===== src/hdl/ppf_pkg.sv =====
// ----------------------------------------------------------------------------
// ppf_pkg
// Shared types and defaults for the perfect power finder.
// ----------------------------------------------------------------------------
`default_nettype none

package ppf_pkg;

    // Parameter defaults
    localparam int VALUE_WIDTH_DEF  = 17;
    localparam int MAX_BASE_DEF     = 362;
    localparam int MAX_EXPONENT_DEF = 16;

    // Fixed result field widths
    localparam int FOUND_W    = 1;
    localparam int BASE_W     = 9;
    localparam int EXPONENT_W = 5;
    localparam int RESULT_W   = FOUND_W + BASE_W + EXPONENT_W;
    localparam int M_TDATA_W  = ((RESULT_W + 7) / 8) * 8;

    // Compare flags from the datapath to the sequencer
    typedef struct packed {
        logic gt;   // power above value
        logic eq;   // power equals value
    } ppf_cmp_t;

endpackage : ppf_pkg

`default_nettype wire


===== src/hdl/perfect_power_finder_unit.sv =====
// ----------------------------------------------------------------------------
// perfect_power_finder_unit
// Decides whether a value is X^Y (X >= 2, Y >= 2) and reports the largest X.
// ----------------------------------------------------------------------------
//
//  Channel  Dir  Handshake                    Payload
//  -------  ---  ---------------------------  --------------------------------
//  s_axis   in   s_axis_tvalid/s_axis_tready  tdata: value
//  m_axis   out  m_axis_tvalid/m_axis_tready  tdata: found, base, exponent
//
//  One beat in, one beat out. Bases are walked from MAX_BASE down to 2; each
//  base is squared and then raised one exponent at a time, each power compared,
//  the overshooting one included, all on one shared multiplier. A value below
//  4 overshoots at every square. Values near the top of the range try more
//  exponents. A match ends the search at its base. s_axis_tready is high only
//  while idle. A finished result waits in the output register; the next search
//  may run while it waits and stalls only at its own end. rst_n clears the
//  sequencer and the output valid.
//
`default_nettype none

module perfect_power_finder_unit #(
    parameter int VALUE_WIDTH  = ppf_pkg::VALUE_WIDTH_DEF,
    parameter int MAX_BASE     = ppf_pkg::MAX_BASE_DEF,
    parameter int MAX_EXPONENT = ppf_pkg::MAX_EXPONENT_DEF
) (
    input  wire logic clk,
    input  wire logic rst_n,

    input  wire logic                                   s_axis_tvalid,
    output      logic                                   s_axis_tready,
    // [VALUE_WIDTH-1:0] value, zero padded to whole bytes
    input  wire logic [((VALUE_WIDTH + 7) / 8) * 8-1:0] s_axis_tdata,

    output      logic                                   m_axis_tvalid,
    input  wire logic                                   m_axis_tready,
    // [0] found, [9:1] base, [14:10] exponent, [15] zero
    output      logic [ppf_pkg::M_TDATA_W-1:0]          m_axis_tdata
);

    // Widths derived from the search range
    localparam int BW  = $clog2(MAX_BASE + 1);
    localparam int EW  = $clog2(MAX_EXPONENT + 1);
    localparam int PW  = (VALUE_WIDTH > BW) ? VALUE_WIDTH : BW;
    localparam int PRW = PW + BW;

    typedef enum logic [1:0] {
        ST_IDLE,
        ST_RUN,
        ST_DONE
    } state_t;

    state_t                  state_reg,  state_next;
    logic [VALUE_WIDTH-1:0]  value_reg,  value_next;
    logic [BW-1:0]           base_reg,   base_next;
    logic [EW-1:0]           exp_reg,    exp_next;
    logic [PRW-1:0]          power_reg,  power_next;
    logic                    found_reg,  found_next;
    logic                    mvalid_reg, mvalid_next;
    logic [ppf_pkg::M_TDATA_W-1:0] mdata_reg, mdata_next;

    logic [PRW-1:0]          product;
    ppf_pkg::ppf_cmp_t       cmp;
    logic                    in_beat;
    logic                    out_free;
    logic                    next_base;

    // Shared multiply / compare unit
    ppf_datapath #(
        .VALUE_WIDTH (VALUE_WIDTH),
        .BW          (BW),
        .PW          (PW)
    ) u_datapath (
        .power   (power_reg),
        .base_in (base_reg),
        .value   (value_reg),
        .product (product),
        .cmp     (cmp)
    );

    assign s_axis_tready = (state_reg == ST_IDLE);
    assign in_beat       = s_axis_tvalid && s_axis_tready;
    assign out_free      = !mvalid_reg || m_axis_tready;
    assign m_axis_tvalid = mvalid_reg;
    assign m_axis_tdata  = mdata_reg;

    // Leave the current base: power too large or exponent range used up.
    // exp_reg of one means power holds the bare base, which is never checked.
    assign next_base = (exp_reg != EW'(1)) &&
                       (cmp.gt || (!cmp.eq && exp_reg == EW'(MAX_EXPONENT)));

    always_comb
    begin
        state_next  = state_reg;
        value_next  = value_reg;
        base_next   = base_reg;
        exp_next    = exp_reg;
        power_next  = power_reg;
        found_next  = found_reg;
        mvalid_next = mvalid_reg;
        mdata_next  = mdata_reg;

        if (mvalid_reg && m_axis_tready)
        begin
            mvalid_next = 1'b0;
        end

        unique case (state_reg)
            ST_IDLE:
            begin
                if (in_beat)
                begin
                    value_next = s_axis_tdata[VALUE_WIDTH-1:0];
                    base_next  = BW'(MAX_BASE);
                    power_next = PRW'(MAX_BASE);
                    exp_next   = EW'(1);
                    found_next = 1'b0;
                    state_next = ST_RUN;
                end
            end

            ST_RUN:
            begin
                if (exp_reg == EW'(1))
                begin
                    // square the base
                    power_next = product;
                    exp_next   = EW'(2);
                end
                else if (next_base)
                begin
                    if (base_reg == BW'(2))
                    begin
                        found_next = 1'b0;
                        state_next = ST_DONE;
                    end
                    else
                    begin
                        base_next  = base_reg - BW'(1);
                        power_next = PRW'(base_reg - BW'(1));
                        exp_next   = EW'(1);
                    end
                end
                else if (cmp.eq)
                begin
                    found_next = 1'b1;
                    state_next = ST_DONE;
                end
                else
                begin
                    power_next = product;
                    exp_next   = exp_reg + EW'(1);
                end
            end

            ST_DONE:
            begin
                if (out_free)
                begin
                    mvalid_next = 1'b1;
                    mdata_next  = '0;
                    if (found_reg)
                    begin
                        mdata_next[0]                         = 1'b1;
                        mdata_next[ppf_pkg::BASE_W:1]         = ppf_pkg::BASE_W'(base_reg);
                        mdata_next[ppf_pkg::RESULT_W-1:
                                   ppf_pkg::BASE_W+1]         = ppf_pkg::EXPONENT_W'(exp_reg);
                    end
                    state_next = ST_IDLE;
                end
            end

            default:
            begin
                state_next = ST_IDLE;
            end
        endcase
    end

    always_ff @(posedge clk or negedge rst_n)
    begin
        if (!rst_n)
        begin
            state_reg  <= ST_IDLE;
            mvalid_reg <= 1'b0;
        end
        else
        begin
            state_reg  <= state_next;
            mvalid_reg <= mvalid_next;
        end
    end

    // Payload registers, no reset
    always_ff @(posedge clk)
    begin
        value_reg <= value_next;
        base_reg  <= base_next;
        exp_reg   <= exp_next;
        power_reg <= power_next;
        found_reg <= found_next;
        mdata_reg <= mdata_next;
    end

endmodule : perfect_power_finder_unit

`default_nettype wire


===== src/hdl/ppf_datapath.sv =====
// ----------------------------------------------------------------------------
// ppf_datapath
// Shared multiplier and magnitude compare for the power search.
// ----------------------------------------------------------------------------
`default_nettype none

module ppf_datapath #(
    parameter int VALUE_WIDTH = ppf_pkg::VALUE_WIDTH_DEF,
    parameter int BW          = ppf_pkg::BASE_W,
    parameter int PW          = ppf_pkg::VALUE_WIDTH_DEF
) (
    input  wire logic [PW+BW-1:0]      power,
    input  wire logic [BW-1:0]         base_in,
    input  wire logic [VALUE_WIDTH-1:0] value,
    output      logic [PW+BW-1:0]      product,
    output      ppf_pkg::ppf_cmp_t     cmp
);

    localparam int PRW = PW + BW;

    logic [PRW-1:0] value_ext;

    // Operand fits in PW bits: power is either the base itself or <= value.
    assign product   = PRW'(power[PW-1:0]) * PRW'(base_in);
    assign value_ext = PRW'(value);

    always_comb
    begin
        cmp.gt = (power > value_ext);
        cmp.eq = (power == value_ext);
    end

endmodule : ppf_datapath

`default_nettype wire

===== config.mk =====
export PLATFORM = sky130hd
export DESIGN_NAME = perfect_power_finder_unit
export DESIGN_NICKNAME = d
export VERILOG_FILES = /design/src/hdl/ppf_pkg.sv /design/src/hdl/perfect_power_finder_unit.sv /design/src/hdl/ppf_datapath.sv
export SDC_FILE = /design/constraint.sdc
export NUM_CORES = 1
export LEC_CHECK = 0
export ABC_AREA = 1
export BUFFER_PORTS_ARGS = -buffer_cell sky130_fd_sc_hd__clkbuf_2
export CAP_MARGIN = 0
export CORE_MARGIN = 2
export CORE_UTILIZATION = 46
export CTS_BUF_LIST = sky130_fd_sc_hd__clkbuf_8
export DETAILED_ROUTE_END_ITERATION = 7
export PLACE_DENSITY = 0.65
export SETUP_SLACK_MARGIN = 0.05
export SYNTH_ARGS = -nofsm -noshare
export SYNTH_HDL_FRONTEND = slang
export SYNTH_SLANG_ARGS = --single-unit

===== constraint.sdc =====
create_clock -name clk -period 11.8 [get_ports clk]
set_input_delay 0.59 -clock clk [delete_from_list [all_inputs] [get_ports clk]]
set_output_delay 0.59 -clock clk [all_outputs]
set_load 0.05 [all_outputs]

Yosys cells after proc, flatten, opt, wreduce, memory -nomap -nowiden
Cells that the tools add are included.
W data, S select, Z words.
{"block": "word_totals", "output_inout_bits": 18, "in_bits": 28, "reg_bits": 76, "wordCells": 80}
{"block": "op_classes", "eq_ne": 16, "reduce_logical": 16, "mux": 34, "addsub": 3, "order_cmp": 1, "mul": 1}
{"op": "$mux W26", "n": 5}
{"op": "$pmux W26 S2", "n": 1}
{"op": "$mux W9", "n": 4}
{"op": "$eq A26 B17 Y1", "n": 1}
{"op": "$gt A26 B17 Y1", "n": 1}
{"op": "$mul A17 B9 Y26", "n": 1}
{"op": "$mux W5", "n": 5}
{"op": "$pmux W9 S2", "n": 1}
{"op": "$reduce_and A5 Y1", "n": 3}
{"op": "$mux W2", "n": 6}
{"op": "$pmux W5 S2", "n": 1}
{"op": "$sub A9 B1 Y10 const B", "n": 1}
{"op": "$eq A9 B2 Y1 const B", "n": 1}
{"op": "$mux W1", "n": 9}
{"op": "$sub A9 B1 Y9 const B", "n": 1}
{"op": "$ne A2 B2 Y1 const B", "n": 4}
{"op": "$ne A4 B4 Y1 const B", "n": 2}
{"op": "$ne A3 B3 Y1 const B", "n": 2}
{"op": "$pmux W2 S3", "n": 1}
{"op": "$add A5 B1 Y5 const B", "n": 1}
{"op": "$eq A5 B1 Y1 const B", "n": 1}
{"op": "$eq A5 B5 Y1 const B", "n": 1}
{"op": "$ne A5 B1 Y1 const B", "n": 1}
{"op": "$logic_and A1 B1 Y1", "n": 4}
{"op": "10 further kinds", "n": 13}

Longest topological paths before layout
{"block": "logic_depth", "depth_word": 8, "ltp_mapped": 23, "ltp_nobuf": 21}

By module
Synthesis repeated with hierarchy kept, for this count alone.
{"block": "unflattened", "cells_unflattened": 1228, "hier_area_um2": 9395.3}
{"mod": "ppf_datapath", "instances": 1, "cells_per_inst": 932, "seq_area_each_um2": 0.0, "area_per_inst_um2": 6022.0}
{"mod": "perfect_power_finder_unit", "instances": 1, "cells_per_inst": 296, "seq_area_each_um2": 2267.2, "area_per_inst_um2": 3373.2}

Worst setup path after synthesis
Ideal clock, no wire load.
{"block": "synth_path", "kind": "reg-to-reg", "startpoint": "register base_reg[8]", "endpoint": "register power_reg[19] (data pin)", "slack_ps": 7145, "synth_period_minus_slack_ps": 4655, "n_path_buf": 2, "t_required_ps": 11548, "setup_ps": 252, "arrival_time_ps": 4403, "path_stages_with_launch": 21, "cell_sequence": "edfxtp_1 buf_1 buf_1 nand2_1 fa_1 fa_1 inv_1 fa_1 inv_1 fa_1 inv_1 ha_1 a21oi_1 o21bai_1 a21o_1 nand3b_1 nand2_1 nand2_1 nand2_1 nand2_1 nand2_2"}
{"block": "synth_via", "elab_chain_cells": 5, "elab_cells_between_ends": 7, "cone_classes": "add/sub: 1; mul: 1; mux: 5"}
{"element": "start: declaration", "line": "perfect_power_finder_unit.sv:55", "source": "logic [BW-1:0] base_reg, base_next;"}
{"element": "start signal: assignment", "line": "perfect_power_finder_unit.sv:198", "source": "base_reg <= base_next;"}
{"element": "$mul A17 B9 Y26 / $sub A9 B1 Y10 (equally long branches)", "line": "ppf_datapath.sv:24, perfect_power_finder_unit.sv:140"}
{"element": "$mux W26, on equally long branches", "line": "perfect_power_finder_unit.sv:144, perfect_power_finder_unit.sv:132"}
{"element": "$mux W26", "line": "perfect_power_finder_unit.sv:130", "source": "else if (next_base)"}
{"element": "$mux W26 *", "line": "perfect_power_finder_unit.sv:124", "source": "if (exp_reg == EW'(1))"}
{"element": "$pmux W26 S2 *", "line": "perfect_power_finder_unit.sv:108", "source": "unique case (state_reg)"}
{"element": "end signal: assignment", "line": "perfect_power_finder_unit.sv:200", "source": "power_reg <= power_next;"}
{"element": "end: declaration", "line": "perfect_power_finder_unit.sv:57", "source": "logic [PRW-1:0] power_reg, power_next;"}
Mark *: on every way between the ends. The rest lies on a longest branch, timed or not. The select of a mux whose other input is x is not followed.
A chain may end at the register's enable or synchronous reset.

Worst setup path after layout
{"block": "layout_path", "startpoint": "register base_reg[6]", "endpoint": "register power_reg[24] (data pin)"}
The elaborated chain is that of the path after synthesis.

==> flow_summary.json <==
{
  "status": "finished clean",
  "route.detailed.vias_per_inst": 4.81,
  "grt_use_total_pct": 20.7,
  "grt_start_max_net_pins": 32,
  "final-hold-violation-count": 0,
  "worst_setup_path_end_kind": "register",
  "setup_viol_count_final": 0,
  "drcViolationCount": 0,
  "hold_buffers": 0,
  "grt_antenna_before_repair": 0,
  "leading_post_synthesis_cells_by_cell_area": "sky130_fd_sc_hd__edfxtp_1, sky130_fd_sc_hd__fa_1, sky130_fd_sc_hd__inv_1",
  "cts-resized-gates": 0,
  "register_area_mm2": 0.00227,
  "dr_wl_met3_um": 892,
  "postCtsSetupBuffers": 0,
  "max-cap-violations": 0,
  "routed_wirelength_um": 19900,
  "drive_gt1_share_pct": 8.87,
  "die_width_um": 144,
  "synthesis.nets": 1323,
  "cts_htree_levels": 3,
  "cts_sinks": 76,
  "synth_area_per_cell_um2": 8.09,
  "met2_wire_len_um": 9440,
  "gp_congestion": 0.932,
  "max-slew-margin-rel_pct": 27.7,
  "topRoutingLayerUsed": "met4",
  "final.period_utilization_pct": 44.1,
  "netlist_area_mm2": 0.00907,
  "worst-endpoint-required_ns": 11.90,
  "cp-start-kind": "register",
  "worstHoldPathType": "primary input to asynchronous set/reset pin",
  "first_pass_grt_wire_length_um": 33600,
  "finish.net_count": 1336,
  "post-synth-top-area-cell": "sky130_fd_sc_hd__edfxtp_1",
  "max_slew.worst_pin.slew_ns": 1.08,
  "post_synthesis_register_bit_count": 76,
  "num_cts_buffers": 9,
  "synth.yosys.warnings": 0,
  "fp.dieH_um": 144,
  "pin_count": 46,
  "syn_inst": 1121,
  "tritoncts": "built",
  "cts-root-to-sink-buffers": 2,
  "layout_fillers": 1907,
  "worst_path_arrival_ns": 5.31,
  "critical_path_class": "register to register",
  "ys_types": 44,
  "timing.final.crit_period_ns": 5.20,
  "synth_sequential_area_ratio_pct": 25.0,
  "largest_register_ffs": 26,
  "layout-area-overhead-vs-synth_pct": 6.61,
  "timing.fmax_ghz": 0.192,
  "globalRoute.totalOverflow": 0,
  "start_util_pct": 46.7,
  "insertion_delay_of_the_later_clocked_pin_in_the_worst_skew_pair_ns": 0.35,
  "io_port_bufs": 37,
  "m1WireLength_um": 9190,
  "rsz0062_at_grt": "no",
  "hpwl_um": 15300,
  "die-area_mm2": 0.0209,
  "via_count_of_the_first_global_routing_pass": 6811,
  "antenna_cells_inserted": 0,
  "worst_clock_skew_ns": 0.00877,
  "remaining_antenna_violation_count": 0,
  "cts_root_buf": "sky130_fd_sc_hd__clkbuf_8",
  "routed-via-count": 6759,
  "detailed_routing_iterations_pass_1": 5,
  "clkTransAtPathRegs_ns": 0.08,
  "final-max-slew-violation-count": 0,
  "std_cell_rows": 51,
  "dr.first_iter.drc_count": 409,
  "detail_route.wl_per_cell_um": 14.2,
  "cp_max_fo": 13,
  "timing.setup.tns_ns": 0,
  "multi_input_comb_area_mm2": 0.00541,
  "placeableCoreArea_mm2": 0.0194,
  "synth_top_area_share_pct": 24.2
}
==> cell usage after synthesis (all sizes together) <==
library cell and count:
inv 321, nand2 295, fa 106, edfxtp 73
ha 68, nor2 55, a21oi 32, o21ai 32
nand3 30, clkbuf 29, nand4 17, xnor2 14
buf 12, xor2 10, nor3 9, dfrtp 3
nor4 3, o21bai 2, or2 2, a21boi 1
a21o 1, conb 1, nand3b 1, nor3b 1
o211ai 1, o21a 1, o31ai 1
==> path summary, 6_finish.rpt <==
path                                 start            end  slack (ns)  depth (start not counted)
hold reg to reg              m_axis_tvalid  m_axis_tvalid        0.57                          2
max in group asynchronous            rst_n  m_axis_tvalid       11.67                          1
setup / recovery               base_reg[6]  power_reg[24]        6.60                         19
min in group clk           s_axis_tdata[5]   value_reg[5]        0.41                          1
setup reg to reg               base_reg[6]  power_reg[24]        6.60                         19
hold / removal                       rst_n   state_reg[1]        0.02                          1
==> cells by family (layout without fill, tap and decap cells) <==
kind of cell,Yosys count,in the layout,synth area share [%]
xor+xnor,24,24,2.32
buf+inv,362,380,15.3
other cells,1,1,0.0414
fa+ha+maj,174,174,32.8
flops,76,76,25.0
compound gates,71,71,4.44
simple gates,413,413,20.1
==> cells in the final DEF, fill, tap and decap left out, types with 8 or more instances in the layout <==
master                     count
sky130_fd_sc_hd__inv_1       316
sky130_fd_sc_hd__nand2_1     286
sky130_fd_sc_hd__fa_1        106
sky130_fd_sc_hd__edfxtp_1     73
sky130_fd_sc_hd__ha_1         68
sky130_fd_sc_hd__nor2_1       46
sky130_fd_sc_hd__clkbuf_2     37
sky130_fd_sc_hd__a21oi_1      32
sky130_fd_sc_hd__nand3_1      27
sky130_fd_sc_hd__o21ai_0      21
sky130_fd_sc_hd__nand4_1      15
sky130_fd_sc_hd__xnor2_1      14
sky130_fd_sc_hd__xor2_1       10
sky130_fd_sc_hd__clkbuf_8      9
sky130_fd_sc_hd__nand2_2       8
sky130_fd_sc_hd__o21ai_2       8
==> cell type report <==
cell class              instances  area share [%]
inverters                     321            12.5
well taps                     265            3.43
repair buffers                 43            2.38
flip-flops and latches         76            23.5
multi-input cells             683            56.0
clock inverters                 7           0.958
clock buffers                   9            1.28
==> metrics by stage <==
| step | hold WS [ns] | instance area, um^2 | setup slack [ns] | utilization [%] | cells |
|---|---|---|---|---|---|
| 2_1_floorplan | 0.294 | 9070 | 7.15 | - | 1121 |
| 3_3_place_gp | 0.390 | 9450 | 6.65 | 48.7 | 1388 |
| 3_5_place_dp | 0.389 | 9450 | 6.64 | 48.7 | 1388 |
| 4_1_cts | 0.00746 | 9670 | 6.60 | 49.8 | 1404 |
| 5_1_grt | 0.00386 | 9670 | 6.25 | 49.8 | 1404 |
| 6_report | 0.0194 | 9670 | 6.60 | 49.8 | 1404 |
==> worst max-delay path, stage by stage, from the launching register on <==
cell                       delay [ns]
sky130_fd_sc_hd__edfxtp_1        0.80
sky130_fd_sc_hd__buf_4           0.33
sky130_fd_sc_hd__nand2_1         0.07
sky130_fd_sc_hd__inv_1           0.10
sky130_fd_sc_hd__fa_1            0.45
sky130_fd_sc_hd__fa_1            0.53
sky130_fd_sc_hd__fa_1            0.54
sky130_fd_sc_hd__inv_1           0.05
sky130_fd_sc_hd__fa_1            0.52
sky130_fd_sc_hd__inv_1           0.04
sky130_fd_sc_hd__ha_1            0.37
sky130_fd_sc_hd__nand2_1         0.09
sky130_fd_sc_hd__inv_1           0.12
sky130_fd_sc_hd__nand2_1         0.09
sky130_fd_sc_hd__nor3_1          0.29
sky130_fd_sc_hd__nand4_1         0.22
sky130_fd_sc_hd__nand3_1         0.14
sky130_fd_sc_hd__nand2_1         0.06
sky130_fd_sc_hd__nand4_1         0.10
sky130_fd_sc_hd__nand2_2         0.05
==> layer usage <==
layer | up-vias | global-route usage (%)
li1 | 3338 | -
met1 | 3259 | 28.6
met2 | 134 | 34.6
met3 | 28 | 2.88
met4 | 0 | 5.21
met5 | - | 0
Power is not shown: default switching activity piles up to over one toggle a cycle in this logic, so the estimate is an artifact.
